[src/rtl/core/sfc_pkg.sv]
package sfc_pkg;

   // Fixed field widths of the reply format.
   localparam int BYTE_W = 8;
   localparam int LEN_W  = 5;

   // Sync byte that opens every reply (sent twice).
   localparam logic [BYTE_W-1:0] SYNC_BYTE = 8'hFF;

   // Bytes of framing around the payload: two sync, id, length, checksum.
   localparam int FRAME_EXTRA = 5;

   // Byte positions within a reply.
   localparam int POS_SYNC0   = 0;
   localparam int POS_SYNC1   = 1;
   localparam int POS_ID      = 2;
   localparam int POS_LEN     = 3;
   localparam int POS_PAYLOAD = 4;

   // Input item kinds.
   localparam logic FUNC_BYTE = 1'b0;
   localparam logic FUNC_END  = 1'b1;

   // Configuration register indexes.
   localparam logic CSR_EXPECTED_ID     = 1'b0;
   localparam logic CSR_EXPECTED_LENGTH = 1'b1;

   typedef enum logic [1:0] {
      STATUS_OK     = 2'd0,
      STATUS_COUNT  = 2'd1,
      STATUS_HEADER = 2'd2,
      STATUS_CHECK  = 2'd3
   } status_type;

   // One finished reply, handed from the front to the back.
   typedef struct packed {
      status_type       status;
      logic [LEN_W-1:0] len;
   } job_type;

endpackage

[src/rtl/core/sfc_ram.sv]
module sfc_ram #(
   parameter int WIDTH = 8,
   parameter int DEPTH = 16,
   parameter int AW    = (DEPTH > 1) ? $clog2(DEPTH) : 1
) (
   input  logic             clock,
   input  logic             wr_en,
   input  logic [AW-1:0]    wr_addr,
   input  logic [WIDTH-1:0] wr_data,
   input  logic             rd_en,
   input  logic [AW-1:0]    rd_addr,
   output logic [WIDTH-1:0] rd_data
);

   logic [WIDTH-1:0] mem_ff [DEPTH];
   logic [WIDTH-1:0] rd_data_ff;

   always_ff @(posedge clock) begin
      if (wr_en) begin
         mem_ff[wr_addr] <= wr_data;
      end
      if (rd_en) begin
         rd_data_ff <= mem_ff[rd_addr];
      end
   end

   assign rd_data = rd_data_ff;

endmodule

[src/rtl/core/sfc_front.sv]
module sfc_front #(
   parameter int MAX_PAYLOAD = 16,
   parameter int AW = (MAX_PAYLOAD > 1) ? $clog2(MAX_PAYLOAD) : 1
) (
   input  logic                        clock,
   input  logic                        reset,
   input  logic                        item_take,
   input  logic                        item_func,
   input  logic [sfc_pkg::BYTE_W-1:0]  item_byte,
   input  logic [sfc_pkg::BYTE_W-1:0]  expected_id,
   input  logic [sfc_pkg::LEN_W-1:0]   expected_length,
   output logic                        store_wr_en,
   output logic [AW-1:0]               store_wr_addr,
   output logic [sfc_pkg::BYTE_W-1:0]  store_wr_data,
   output logic                        job_push,
   output sfc_pkg::job_type            job
);

   localparam int CNT_W = $clog2(MAX_PAYLOAD + 7);
   localparam int CMP_W = CNT_W + 6;
   localparam logic [CMP_W-1:0] COUNT_CAP = CMP_W'(MAX_PAYLOAD + 6);
   localparam logic [CMP_W-1:0] MAX_P     = CMP_W'(MAX_PAYLOAD);

   logic [CNT_W-1:0]           count_ff, count_in;
   logic [sfc_pkg::BYTE_W-1:0] sum_ff, sum_in;
   logic [sfc_pkg::BYTE_W-1:0] check_ff, check_in;
   logic                       header_bad_ff, header_bad_in;

   logic [CMP_W-1:0]     pos, len, off, len_p1, pay_end;
   sfc_pkg::status_type  status;

   assign pos     = CMP_W'(count_ff);
   assign len     = CMP_W'(expected_length);
   assign off     = pos - CMP_W'(sfc_pkg::POS_PAYLOAD);
   assign len_p1  = len + CMP_W'(1);
   assign pay_end = len + CMP_W'(sfc_pkg::POS_PAYLOAD);

   // Verdict of the end checks, in priority order.
   always_comb begin
      if ((len > MAX_P) || (pos >= COUNT_CAP) ||
          (pos != len + CMP_W'(sfc_pkg::FRAME_EXTRA))) begin
         status = sfc_pkg::STATUS_COUNT;
      end else if (header_bad_ff) begin
         status = sfc_pkg::STATUS_HEADER;
      end else if ((~sum_ff) != check_ff) begin
         status = sfc_pkg::STATUS_CHECK;
      end else begin
         status = sfc_pkg::STATUS_OK;
      end
   end

   always_comb begin
      count_in      = count_ff;
      sum_in        = sum_ff;
      check_in      = check_ff;
      header_bad_in = header_bad_ff;
      store_wr_en   = 1'b0;
      store_wr_addr = off[AW-1:0];
      store_wr_data = item_byte;
      job_push      = 1'b0;
      job.status    = status;
      job.len       = expected_length;

      if (item_take) begin
         if (item_func == sfc_pkg::FUNC_END) begin
            job_push      = 1'b1;
            count_in      = '0;
            sum_in        = '0;
            check_in      = '0;
            header_bad_in = 1'b0;
         end else if (pos < COUNT_CAP) begin
            count_in = count_ff + CNT_W'(1);

            if ((pos == CMP_W'(sfc_pkg::POS_SYNC0)) ||
                (pos == CMP_W'(sfc_pkg::POS_SYNC1))) begin
               if (item_byte != sfc_pkg::SYNC_BYTE) begin
                  header_bad_in = 1'b1;
               end
            end else if (pos == CMP_W'(sfc_pkg::POS_ID)) begin
               if (item_byte != expected_id) begin
                  header_bad_in = 1'b1;
               end
            end else if (pos == CMP_W'(sfc_pkg::POS_LEN)) begin
               if (item_byte != len_p1[7:0]) begin
                  header_bad_in = 1'b1;
               end
            end

            if ((pos >= CMP_W'(sfc_pkg::POS_ID)) && (pos < pay_end)) begin
               sum_in = sum_ff + item_byte;
            end

            if ((pos >= CMP_W'(sfc_pkg::POS_PAYLOAD)) && (pos < pay_end) &&
                (off < MAX_P)) begin
               store_wr_en = 1'b1;
            end

            if (pos == pay_end) begin
               check_in = item_byte;
            end
         end
      end
   end

   always_ff @(posedge clock) begin
      if (reset) begin
         count_ff      <= '0;
         sum_ff        <= '0;
         check_ff      <= '0;
         header_bad_ff <= 1'b0;
      end else begin
         count_ff      <= count_in;
         sum_ff        <= sum_in;
         check_ff      <= check_in;
         header_bad_ff <= header_bad_in;
      end
   end

endmodule

[src/rtl/core/sfc_job_fifo.sv]
module sfc_job_fifo (
   input  logic             clock,
   input  logic             reset,
   input  logic             push,
   input  sfc_pkg::job_type push_job,
   input  logic             pop,
   output logic             not_empty,
   output sfc_pkg::job_type head_job
);

   sfc_pkg::job_type entry_ff [2];
   logic             wr_ptr_ff, wr_ptr_in;
   logic             rd_ptr_ff, rd_ptr_in;
   logic [1:0]       fill_ff, fill_in;
   logic             do_push, do_pop;

   assign do_push   = push && (fill_ff != 2'd2);
   assign do_pop    = pop && (fill_ff != 2'd0);
   assign not_empty = (fill_ff != 2'd0);
   assign head_job  = entry_ff[rd_ptr_ff];

   always_comb begin
      wr_ptr_in = wr_ptr_ff ^ do_push;
      rd_ptr_in = rd_ptr_ff ^ do_pop;
      fill_in   = fill_ff + {1'b0, do_push} - {1'b0, do_pop};
   end

   always_ff @(posedge clock) begin
      if (do_push) begin
         entry_ff[wr_ptr_ff] <= push_job;
      end
      if (reset) begin
         wr_ptr_ff <= 1'b0;
         rd_ptr_ff <= 1'b0;
         fill_ff   <= 2'd0;
      end else begin
         wr_ptr_ff <= wr_ptr_in;
         rd_ptr_ff <= rd_ptr_in;
         fill_ff   <= fill_in;
      end
   end

endmodule

[src/rtl/core/sfc_back.sv]
module sfc_back #(
   parameter int MAX_PAYLOAD = 16,
   parameter int AW = (MAX_PAYLOAD > 1) ? $clog2(MAX_PAYLOAD) : 1
) (
   input  logic                        clock,
   input  logic                        reset,
   input  logic                        job_avail,
   input  sfc_pkg::job_type            job,
   output logic                        job_pop,
   output logic                        busy,
   output logic                        rd_en,
   output logic [AW-1:0]               rd_addr,
   input  logic [sfc_pkg::BYTE_W-1:0]  rd_data,
   output logic                        rsp_valid,
   input  logic                        rsp_stall,
   output logic [sfc_pkg::BYTE_W-1:0]  rsp_payload_byte,
   output logic                        rsp_payload_valid,
   output logic [1:0]                  rsp_status,
   output logic                        rsp_last
);

   localparam int CW = AW + 6;

   typedef enum logic [1:0] {
      ST_IDLE,
      ST_READ,
      ST_SHOW
   } state_type;

   state_type                 state_ff;
   logic [AW-1:0]             idx_ff;
   logic [sfc_pkg::LEN_W-1:0] len_ff;
   logic                      pv_ff;
   logic                      last_ff;
   sfc_pkg::status_type       status_ff;

   assign job_pop   = (state_ff == ST_IDLE) && job_avail;
   assign busy      = (state_ff != ST_IDLE);
   assign rd_en     = (state_ff == ST_READ);
   assign rd_addr   = idx_ff;
   assign rsp_valid = (state_ff == ST_SHOW);

   // The RAM output register holds still while a byte is on show.
   assign rsp_payload_byte  = pv_ff ? rd_data : '0;
   assign rsp_payload_valid = pv_ff;
   assign rsp_status        = status_ff;
   assign rsp_last          = last_ff;

   always_ff @(posedge clock) begin
      if (reset) begin
         state_ff  <= ST_IDLE;
         idx_ff    <= '0;
         len_ff    <= '0;
         pv_ff     <= 1'b0;
         last_ff   <= 1'b0;
         status_ff <= sfc_pkg::STATUS_OK;
      end else begin
         case (state_ff)
            ST_IDLE: begin
               if (job_avail) begin
                  len_ff    <= job.len;
                  idx_ff    <= '0;
                  status_ff <= job.status;
                  if ((job.status != sfc_pkg::STATUS_OK) || (job.len == '0)) begin
                     pv_ff    <= 1'b0;
                     last_ff  <= 1'b1;
                     state_ff <= ST_SHOW;
                  end else begin
                     state_ff <= ST_READ;
                  end
               end
            end
            ST_READ: begin
               pv_ff    <= 1'b1;
               last_ff  <= ((CW'(idx_ff) + CW'(1)) == CW'(len_ff));
               state_ff <= ST_SHOW;
            end
            ST_SHOW: begin
               if (!rsp_stall) begin
                  if (last_ff) begin
                     pv_ff    <= 1'b0;
                     state_ff <= ST_IDLE;
                  end else begin
                     idx_ff   <= idx_ff + AW'(1);
                     state_ff <= ST_READ;
                  end
               end
            end
            default: begin
               state_ff <= ST_IDLE;
            end
         endcase
      end
   end

endmodule

[src/rtl/core/servo_status_frame_checker_top.sv]
// Servo status frame checker. Reply bytes come in on the req_ channel with
// req_func low, one byte per transfer, and a byte is taken whenever req_stall
// is low. A transfer with req_func high marks the line going idle and closes
// the reply: the block then checks byte count, header/id/length and checksum
// in that order and returns either every payload byte of a good frame, in
// order, with the final one marked by rsp_last, or a single status result
// (rsp_last high, rsp_payload_valid low) for a bad one; a good frame with an
// empty payload also gives a single result. While the results of a reply are
// being delivered, req_stall stays high. Each payload byte is first read
// through the payload store's registered read port and then held on show
// until it is handed over, so the next byte is not read before the one on
// show is taken. Configuration writes on the csr_ channel are always taken
// and must arrive only while the block is idle.
module servo_status_frame_checker_top #(
   parameter int MAX_PAYLOAD = 16
) (
   input  logic        clock,
   input  logic        reset,

   input  logic        req_valid,
   output logic        req_stall,
   input  logic        req_func,
   input  logic [7:0]  req_rx_byte,

   output logic        rsp_valid,
   input  logic        rsp_stall,
   output logic [7:0]  rsp_payload_byte,
   output logic        rsp_payload_valid,
   output logic [1:0]  rsp_status,
   output logic        rsp_last,

   input  logic        csr_valid,
   output logic        csr_ready,
   input  logic [0:0]  csr_index,
   input  logic [7:0]  csr_data
);

   localparam int AW = (MAX_PAYLOAD > 1) ? $clog2(MAX_PAYLOAD) : 1;

   // Configuration registers.
   logic [sfc_pkg::BYTE_W-1:0] expected_id_ff;
   logic [sfc_pkg::LEN_W-1:0]  expected_length_ff;

   logic                       req_take;
   logic                       store_wr_en;
   logic [AW-1:0]              store_wr_addr;
   logic [sfc_pkg::BYTE_W-1:0] store_wr_data;
   logic                       store_rd_en;
   logic [AW-1:0]              store_rd_addr;
   logic [sfc_pkg::BYTE_W-1:0] store_rd_data;
   logic                       job_push;
   sfc_pkg::job_type           push_job;
   logic                       job_pop;
   logic                       job_avail;
   sfc_pkg::job_type           head_job;
   logic                       back_busy;

   // Configuration is a plain register write; it never needs to wait.
   assign csr_ready = 1'b1;

   always_ff @(posedge clock) begin
      if (reset) begin
         expected_id_ff     <= 8'd1;
         expected_length_ff <= 5'd1;
      end else if (csr_valid) begin
         case (csr_index)
            sfc_pkg::CSR_EXPECTED_ID: begin
               expected_id_ff <= csr_data;
            end
            sfc_pkg::CSR_EXPECTED_LENGTH: begin
               expected_length_ff <= csr_data[sfc_pkg::LEN_W-1:0];
            end
            default: begin
               expected_id_ff <= expected_id_ff;
            end
         endcase
      end
   end

   // The front writes the payload store that the back is reading, so new
   // input waits until every queued reply has been fully delivered.
   assign req_stall = job_avail || back_busy;
   assign req_take  = req_valid && !req_stall;

   sfc_front #(
      .MAX_PAYLOAD (MAX_PAYLOAD),
      .AW          (AW)
   ) u_front (
      .clock           (clock),
      .reset           (reset),
      .item_take       (req_take),
      .item_func       (req_func),
      .item_byte       (req_rx_byte),
      .expected_id     (expected_id_ff),
      .expected_length (expected_length_ff),
      .store_wr_en     (store_wr_en),
      .store_wr_addr   (store_wr_addr),
      .store_wr_data   (store_wr_data),
      .job_push        (job_push),
      .job             (push_job)
   );

   sfc_ram #(
      .WIDTH (sfc_pkg::BYTE_W),
      .DEPTH (MAX_PAYLOAD),
      .AW    (AW)
   ) u_store (
      .clock   (clock),
      .wr_en   (store_wr_en),
      .wr_addr (store_wr_addr),
      .wr_data (store_wr_data),
      .rd_en   (store_rd_en),
      .rd_addr (store_rd_addr),
      .rd_data (store_rd_data)
   );

   // Finished replies wait here until the back end is free.
   sfc_job_fifo u_jobs (
      .clock     (clock),
      .reset     (reset),
      .push      (job_push),
      .push_job  (push_job),
      .pop       (job_pop),
      .not_empty (job_avail),
      .head_job  (head_job)
   );

   sfc_back #(
      .MAX_PAYLOAD (MAX_PAYLOAD),
      .AW          (AW)
   ) u_back (
      .clock             (clock),
      .reset             (reset),
      .job_avail         (job_avail),
      .job               (head_job),
      .job_pop           (job_pop),
      .busy              (back_busy),
      .rd_en             (store_rd_en),
      .rd_addr           (store_rd_addr),
      .rd_data           (store_rd_data),
      .rsp_valid         (rsp_valid),
      .rsp_stall         (rsp_stall),
      .rsp_payload_byte  (rsp_payload_byte),
      .rsp_payload_valid (rsp_payload_valid),
      .rsp_status        (rsp_status),
      .rsp_last          (rsp_last)
   );

endmodule
[config.mk]
export PLATFORM = sky130hd
export DESIGN_NAME = servo_status_frame_checker_top
export DESIGN_NICKNAME = d
export VERILOG_FILES = /design/src/rtl/core/sfc_pkg.sv /design/src/rtl/core/sfc_ram.sv /design/src/rtl/core/sfc_front.sv /design/src/rtl/core/sfc_job_fifo.sv /design/src/rtl/core/sfc_back.sv /design/src/rtl/core/servo_status_frame_checker_top.sv
export SDC_FILE = /design/constraint.sdc
export NUM_CORES = 1
export LEC_CHECK = 0
export BUFFER_PORTS_ARGS = -buffer_cell sky130_fd_sc_hd__clkbuf_2
export CORE_ASPECT_RATIO = 0.8
export CORE_MARGIN = 2
export CORE_UTILIZATION = 55
export DETAILED_ROUTE_END_ITERATION = 12
export HOLD_SLACK_MARGIN = 0.06
export PLACE_DENSITY = 0.83
export SLEW_MARGIN = 20
export SYNTH_ARGS = -nofsm -noshare
export SYNTH_HDL_FRONTEND = slang
export SYNTH_SLANG_ARGS = --single-unit
[constraint.sdc]
create_clock -name clock -period 2.85 [get_ports clock]
set_input_delay 0.285 -clock clock [delete_from_list [all_inputs] [get_ports clock]]
set_output_delay 0.285 -clock clock [all_outputs]
set_load 0.02 [all_outputs]
# == Yosys cells after proc, flatten, opt, wreduce, memory -nomap -nowiden ==
# Memory sizes are Yosys's and may differ from the RTL's. A register that Yosys moved wholly into a read port is not among the register bits.
# Index checks and enable logic that the tools add are counted.
# word_totals
word_cells,144
n_memories,2
in_bits,23
register_bits,54
ram_bits,142
# memory_table
memory,words,width,rd,rd_clocked_by_memory_dff,write_ports,line,source
u_store.mem_ff,16,8,1,1,1,sfc_ram.sv:15,logic [WIDTH-1:0] mem_ff [DEPTH];
u_jobs.entry_ff,2,7,1,1,1,sfc_job_fifo.sv:11,sfc_pkg::job_type entry_ff [2];
# classes
n_eq_ne,20
n_reduce_logical,38
mux,48
addsub,10
n_bitwise,4
n_lt_le_gt_ge,7
# op_table
op,n
$mux 8,7
$mux 1,26
$ne 8x8->1,3
$reduce_bool 2->1,8
$add 5x3->6 const B,2
$mux 2,6
$mux 4,3
$eq 5x11->1,1
$logic_not 11->1,1
$lt 11x5->1 const B,1
$lt 5x11->1,1
$ne 5x11->1,1
$eq 10x5->1,1
$eq 5x2->1 const B,2
$mux 5,2
$ne 2x2->1 const B,5
$reduce_and 2->1,5
$reduce_and 3->1,3
$add 8x8->8,1
$ne 8x8->1 const B,1
$not 8->8,1
$pmux 4 s2,1
$reduce_bool 4->1,2
$logic_and 1x1->1,7
other kinds (31),36

# == Depth between registers and ports, before layout ==
# logic_depth
depth_word,10
depth_mapped,12

# == Modules after synthesis ==
# Synthesis repeated with hierarchy kept, for this count alone.
# hier_totals
cells_unflattened,702
area_unflattened_um2,9629.2
# modules_own_cells
module,seq_area_each_um2,n_inst,cells_per_inst,area_each_um2
sfc_ram,4083.9,1,229,5227.5
sfc_front,440.4,1,268,2282.2
sfc_back,300.3,1,99,807.0
sfc_job_fifo,500.5,1,48,733.2
servo_status_frame_checker_top,260.2,1,58,579.3

# == Least setup slack after synthesis ==
# Ideal clock, no wire load.
# synth_timing
path_kind,register to register
startpoint,register expected_length_ff[2] (netlist bit)
endpoint,memory u_store.mem_ff[0][0] (enable)
t_required_ns,2.480
setup_ns,0.370
period_less_slack_ns,2.933
t_arrival_ns,2.562
path_slack_ns,-0.083
path_stages_with_launch,12
path_cell_list,dfxtp_1 -> clkbuf_1 -> inv_1 -> ha_1 -> inv_1 -> ha_1 -> o21ai_0 -> a21oi_1 -> o31ai_1 -> and3_1 -> nand2_1 -> nor2_1
# synth_between
elab_chain_cells,10
# synth_lines
element,line,source
from (decl),servo_status_frame_checker_top.sv:42,logic [sfc_pkg::LEN_W-1:0] expected_length_ff;
from (signal assigned),servo_status_frame_checker_top.sv:71,expected_length_ff <= csr_data[sfc_pkg::LEN_W-1:0];
$add 5x3->6,sfc_front.sv:36,assign pay_end = len + CMP_W'(sfc_pkg::POS_PAYLOAD);
$lt 5x11->1,sfc_front.sv:93,if ((pos >= CMP_W'(sfc_pkg::POS_PAYLOAD)) && (pos < pay_end) &&
$logic_and 1x1->1 (2 in a row),sfc_front.sv:93,
$mux 1,sfc_front.sv:93,
$mux 1,sfc_front.sv:71,end else if (pos < COUNT_CAP) begin
$mux 1,sfc_front.sv:65,if (item_func == sfc_pkg::FUNC_END) begin
$mux 1,sfc_front.sv:64,if (item_take) begin
$mux 1,sfc_ram.sv:19,if (wr_en) begin
$mux 1 (not written as such),sfc_ram.sv:20,mem_ff[wr_addr] <= wr_data;
to (decl),sfc_ram.sv:15,
# Every way passes these cells.

# == Worst setup path in the final report ==
# layout_timing
startpoint,register expected_length_ff[2] (netlist bit)
endpoint,memory u_store.mem_ff[7][3] (enable)
# The elaborated chain is that of the path after synthesis.

==> flow_summary.ini <==
[run_status]
status = completed

[grt]
grtUsageTotal = 0.2482
grt_pass1_vias = 5698
grt_max_degree = 51
grt_remaining_overflow = 0
grt_antenna_before_repair = 1
grt_pass1_wl_um = 32570

[logic_synthesis]
yosysSeqAreaShare = 0.6176
syn_area_mm2 = 0.009044
avgSynthCellArea_um2 = 13.85
synth_cell_types = 59
syn_inst = 653
yosys_warnings = 0
synth-edff-count = 150
synth-seq-cells = 204
async_flop_share = 0
synth.net_count = 704
synth-main-ff-cell = edfxtp_1

[die]
start_util = 0.5669
die_w_um = 147.4
die_height_um = 118.7
core-area_mm2 = 0.01595
std_cell_rows = 41
ios = 38
dieArea_mm2 = 0.01749

[clocking]
htree_levels = 1
clockBufferDepth = 3
cts_num_sinks = 204
numCtsBuffers = 20
clk_pin_slew_ps = 60
cts_setup_buffers = 0
cts_tree = yes
cts_root_buf = clkbuf_16
clk_latency_ps = 500

[layout]
fin_cells = 958
drive_above_1_share = 0.2073
final_cell_area_mm2 = 0.01036
nets = 781
areaGrowthSynthToFinish_pct = 14.55
fill_cells = 1119
final_common_cell = edfxtp_1
diodes = 0
final_cell_mix = edfxtp_1, nor2_1, dfxtp_1

[min_path]
min_path_type = in -> reg

[routing]
drc = 0
wire_per_inst_um = 22.18
vias_per_cell = 6.168
routed_wl_um = 21250
dr_total_vias = 5909
dr.pass1.iters = 5
initialDrtViolationCount = 635
ant_nets = 0

[run]
maxCapViolations = 0

[timing]
finalHoldViolCount = 0
setup_viol = 0
setup_slack_ps = 79.04
fmax_mhz = 360.9
slew_headroom = 0.5203
finalCritPeriodShare = 0.9723
slew_viol_final = 0
whs_ps = 100.3
min_period_ps = 2771
fin_skew_ps = 13.52
worst_pin_slew_ps = 718.5

[place]
dp.cells = 915
post-dp-hpwl_um = 14610
numPortBuffers = 36
gp_congestion = 0.8991
dp_slack_ps = -128.2
dpl_cell_area_mm2 = 0.009666

[power]
powerDensity_mw_per_mm2 = 681.7
power_w = 0.007062
p_leak_nw = 3.607
ir_drop_mv = 0.3901

[setup_path]
crit_type = reg -> reg
critPathArrivalTime_ps = 2970
cp.required_ps = 3050
cp_max_fo = 8
crit_path_start_kind = flip-flop
end_kind = flip-flop
[registers in the layout, indices dropped and copies added (netlist names)]
register,count
u_store.mem_ff,128
u_jobs.entry_ff,14
expected_id_ff,8
u_front.check_ff,8
u_front.sum_ff,8
u_store.rd_data,8
expected_length_ff,5
u_back.len_ff,5
u_front.count_ff,5
u_back.rd_addr,4
u_back.rsp_status,2
u_back.state_ff,2
u_jobs.fill_ff,2
u_back.rsp_last,1
u_back.rsp_payload_valid,1
u_front.header_bad_ff,1
u_jobs.rd_ptr_ff,1
u_jobs.wr_ptr_ff,1
[routing by layer]
metal / GRT usage / up-vias / share of wire
met5: 0 / - / 0.00061
met1: 0.3635 / 2940 / 0.41
met3: 0.05637 / 38 / 0.099
met4: 0.05889 / 2 / 0.022
met2: 0.3826 / 315 / 0.46
li1: - / 2614 / -
[per-stage QoR]
step | util | TNS [ps]
final | 0.6494 | 0
after CTS | 0.6482 | 0
after global placement | 0.6058 | 0
after global routing | 0.6494 | -868.8
after floorplan | - | -8703
after detailed placement | 0.6058 | -4384
[cell usage after synthesis (2+ instances only)]
cell type	number	area share
a211oi_1	8	0.0066
a21oi_1	29	0.016
a22oi_1	16	0.013
a41oi_1	2	0.0019
and2_1	12	0.0083
and2b_2	2	0.0019
and3_1	4	0.0028
buf_1	2	0.00083
buf_2	4	0.0022
clkbuf_1	17	0.0071
dfxtp_1	54	0.12
edfxtp_1	150	0.50
ha_1	27	0.037
inv_1	21	0.0087
mux2i_1	7	0.0077
mux4_2	40	0.10
nand2_1	44	0.018
nand2b_1	7	0.0048
nand3_1	13	0.0072
nand3b_1	3	0.0025
nand4_1	10	0.0069
nor2_1	60	0.025
nor2b_1	6	0.0042
nor3_1	14	0.0077
nor3b_1	4	0.0033
nor4_1	4	0.0028
nor4b_1	2	0.0019
o211ai_1	4	0.0033
o21ai_0	10	0.0055
o31ai_1	2	0.0017
or3_1	2	0.0014
or4_1	3	0.0025
xnor2_1	19	0.018
xor2_1	26	0.025
[area by class of cell]
cell class / instances / area, µm² / area share
Timing Repair Buffer: 81 / 550.5 / 0.05314
Sequential cell: 204 / 5587 / 0.5393
Clock buffer: 26 / 544.3 / 0.05254
Multi-Input combinational cell: 402 / 3284 / 0.3170
Clock inverter: 9 / 46.29 / 0.004469
Inverter: 21 / 78.83 / 0.007609
Tap cell: 215 / 269.0 / 0.02597
[path summary, 6_finish.rpt]
path | from | endpoint | slack (ps) | depth (start not counted)
max | expected_length_ff[2]$_SDFFE_PP0P_ | u_store.mem_ff[7][3]$_DFFE_PP_ | 80 | 11
min | rsp_stall | u_back.state_ff[1]$_SDFFE_PP0P_ | 100 | 3
max reg2reg | expected_length_ff[2]$_SDFFE_PP0P_ | u_store.mem_ff[7][3]$_DFFE_PP_ | 80 | 11
min reg2reg | expected_id_ff[6]$_SDFFE_PP0P_ | expected_id_ff[6]$_SDFFE_PP0P_ | 480 | 2
[timing repair]
action	CTS	global route
endpoints found under the hold margin	12	0
setup endpoints to repair	128	128
resized for setup	1	3
hold buffers	8	0
[report_power, final]
| part | switching [W] | internal, W |
|---|---|---|
| combinational | 0.000687 | 0.000500 |
| clock | 0.00107 | 0.00135 |
| sequential | 0.000135 | 0.00332 |
[cell families (layout without fill, tap and decap cells)]
| kind of cell | Yosys count | after routing | synth area share |
|---|---|---|---|
| xor gates and xnor gates | 45 | 45 | 0.04358 |
| other | 1 | 1 | 0.0004147 |
| muxes | 47 | 47 | 0.1074 |
| adders and majority gates | 28 | 28 | 0.03957 |
| and+or+nand+nor | 198 | 198 | 0.1097 |
| buffers and inverters | 47 | 137 | 0.02241 |
| DFF | 204 | 204 | 0.6176 |
| AOI/OAI and AO/OA | 83 | 83 | 0.05936 |
[critical path, cell delays in order, from the launching register on]
cell and delay, ps:
dfxtp_1 340, inv_1 70, ha_1 290, inv_1 40
ha_1 280, o21ai_0 110, a21oi_1 110, o31ai_4 320
and3_1 310, nand2_1 220, nor2_1 180, buf_4 190
No activity file was read; power rests on OpenSTA's default activity.
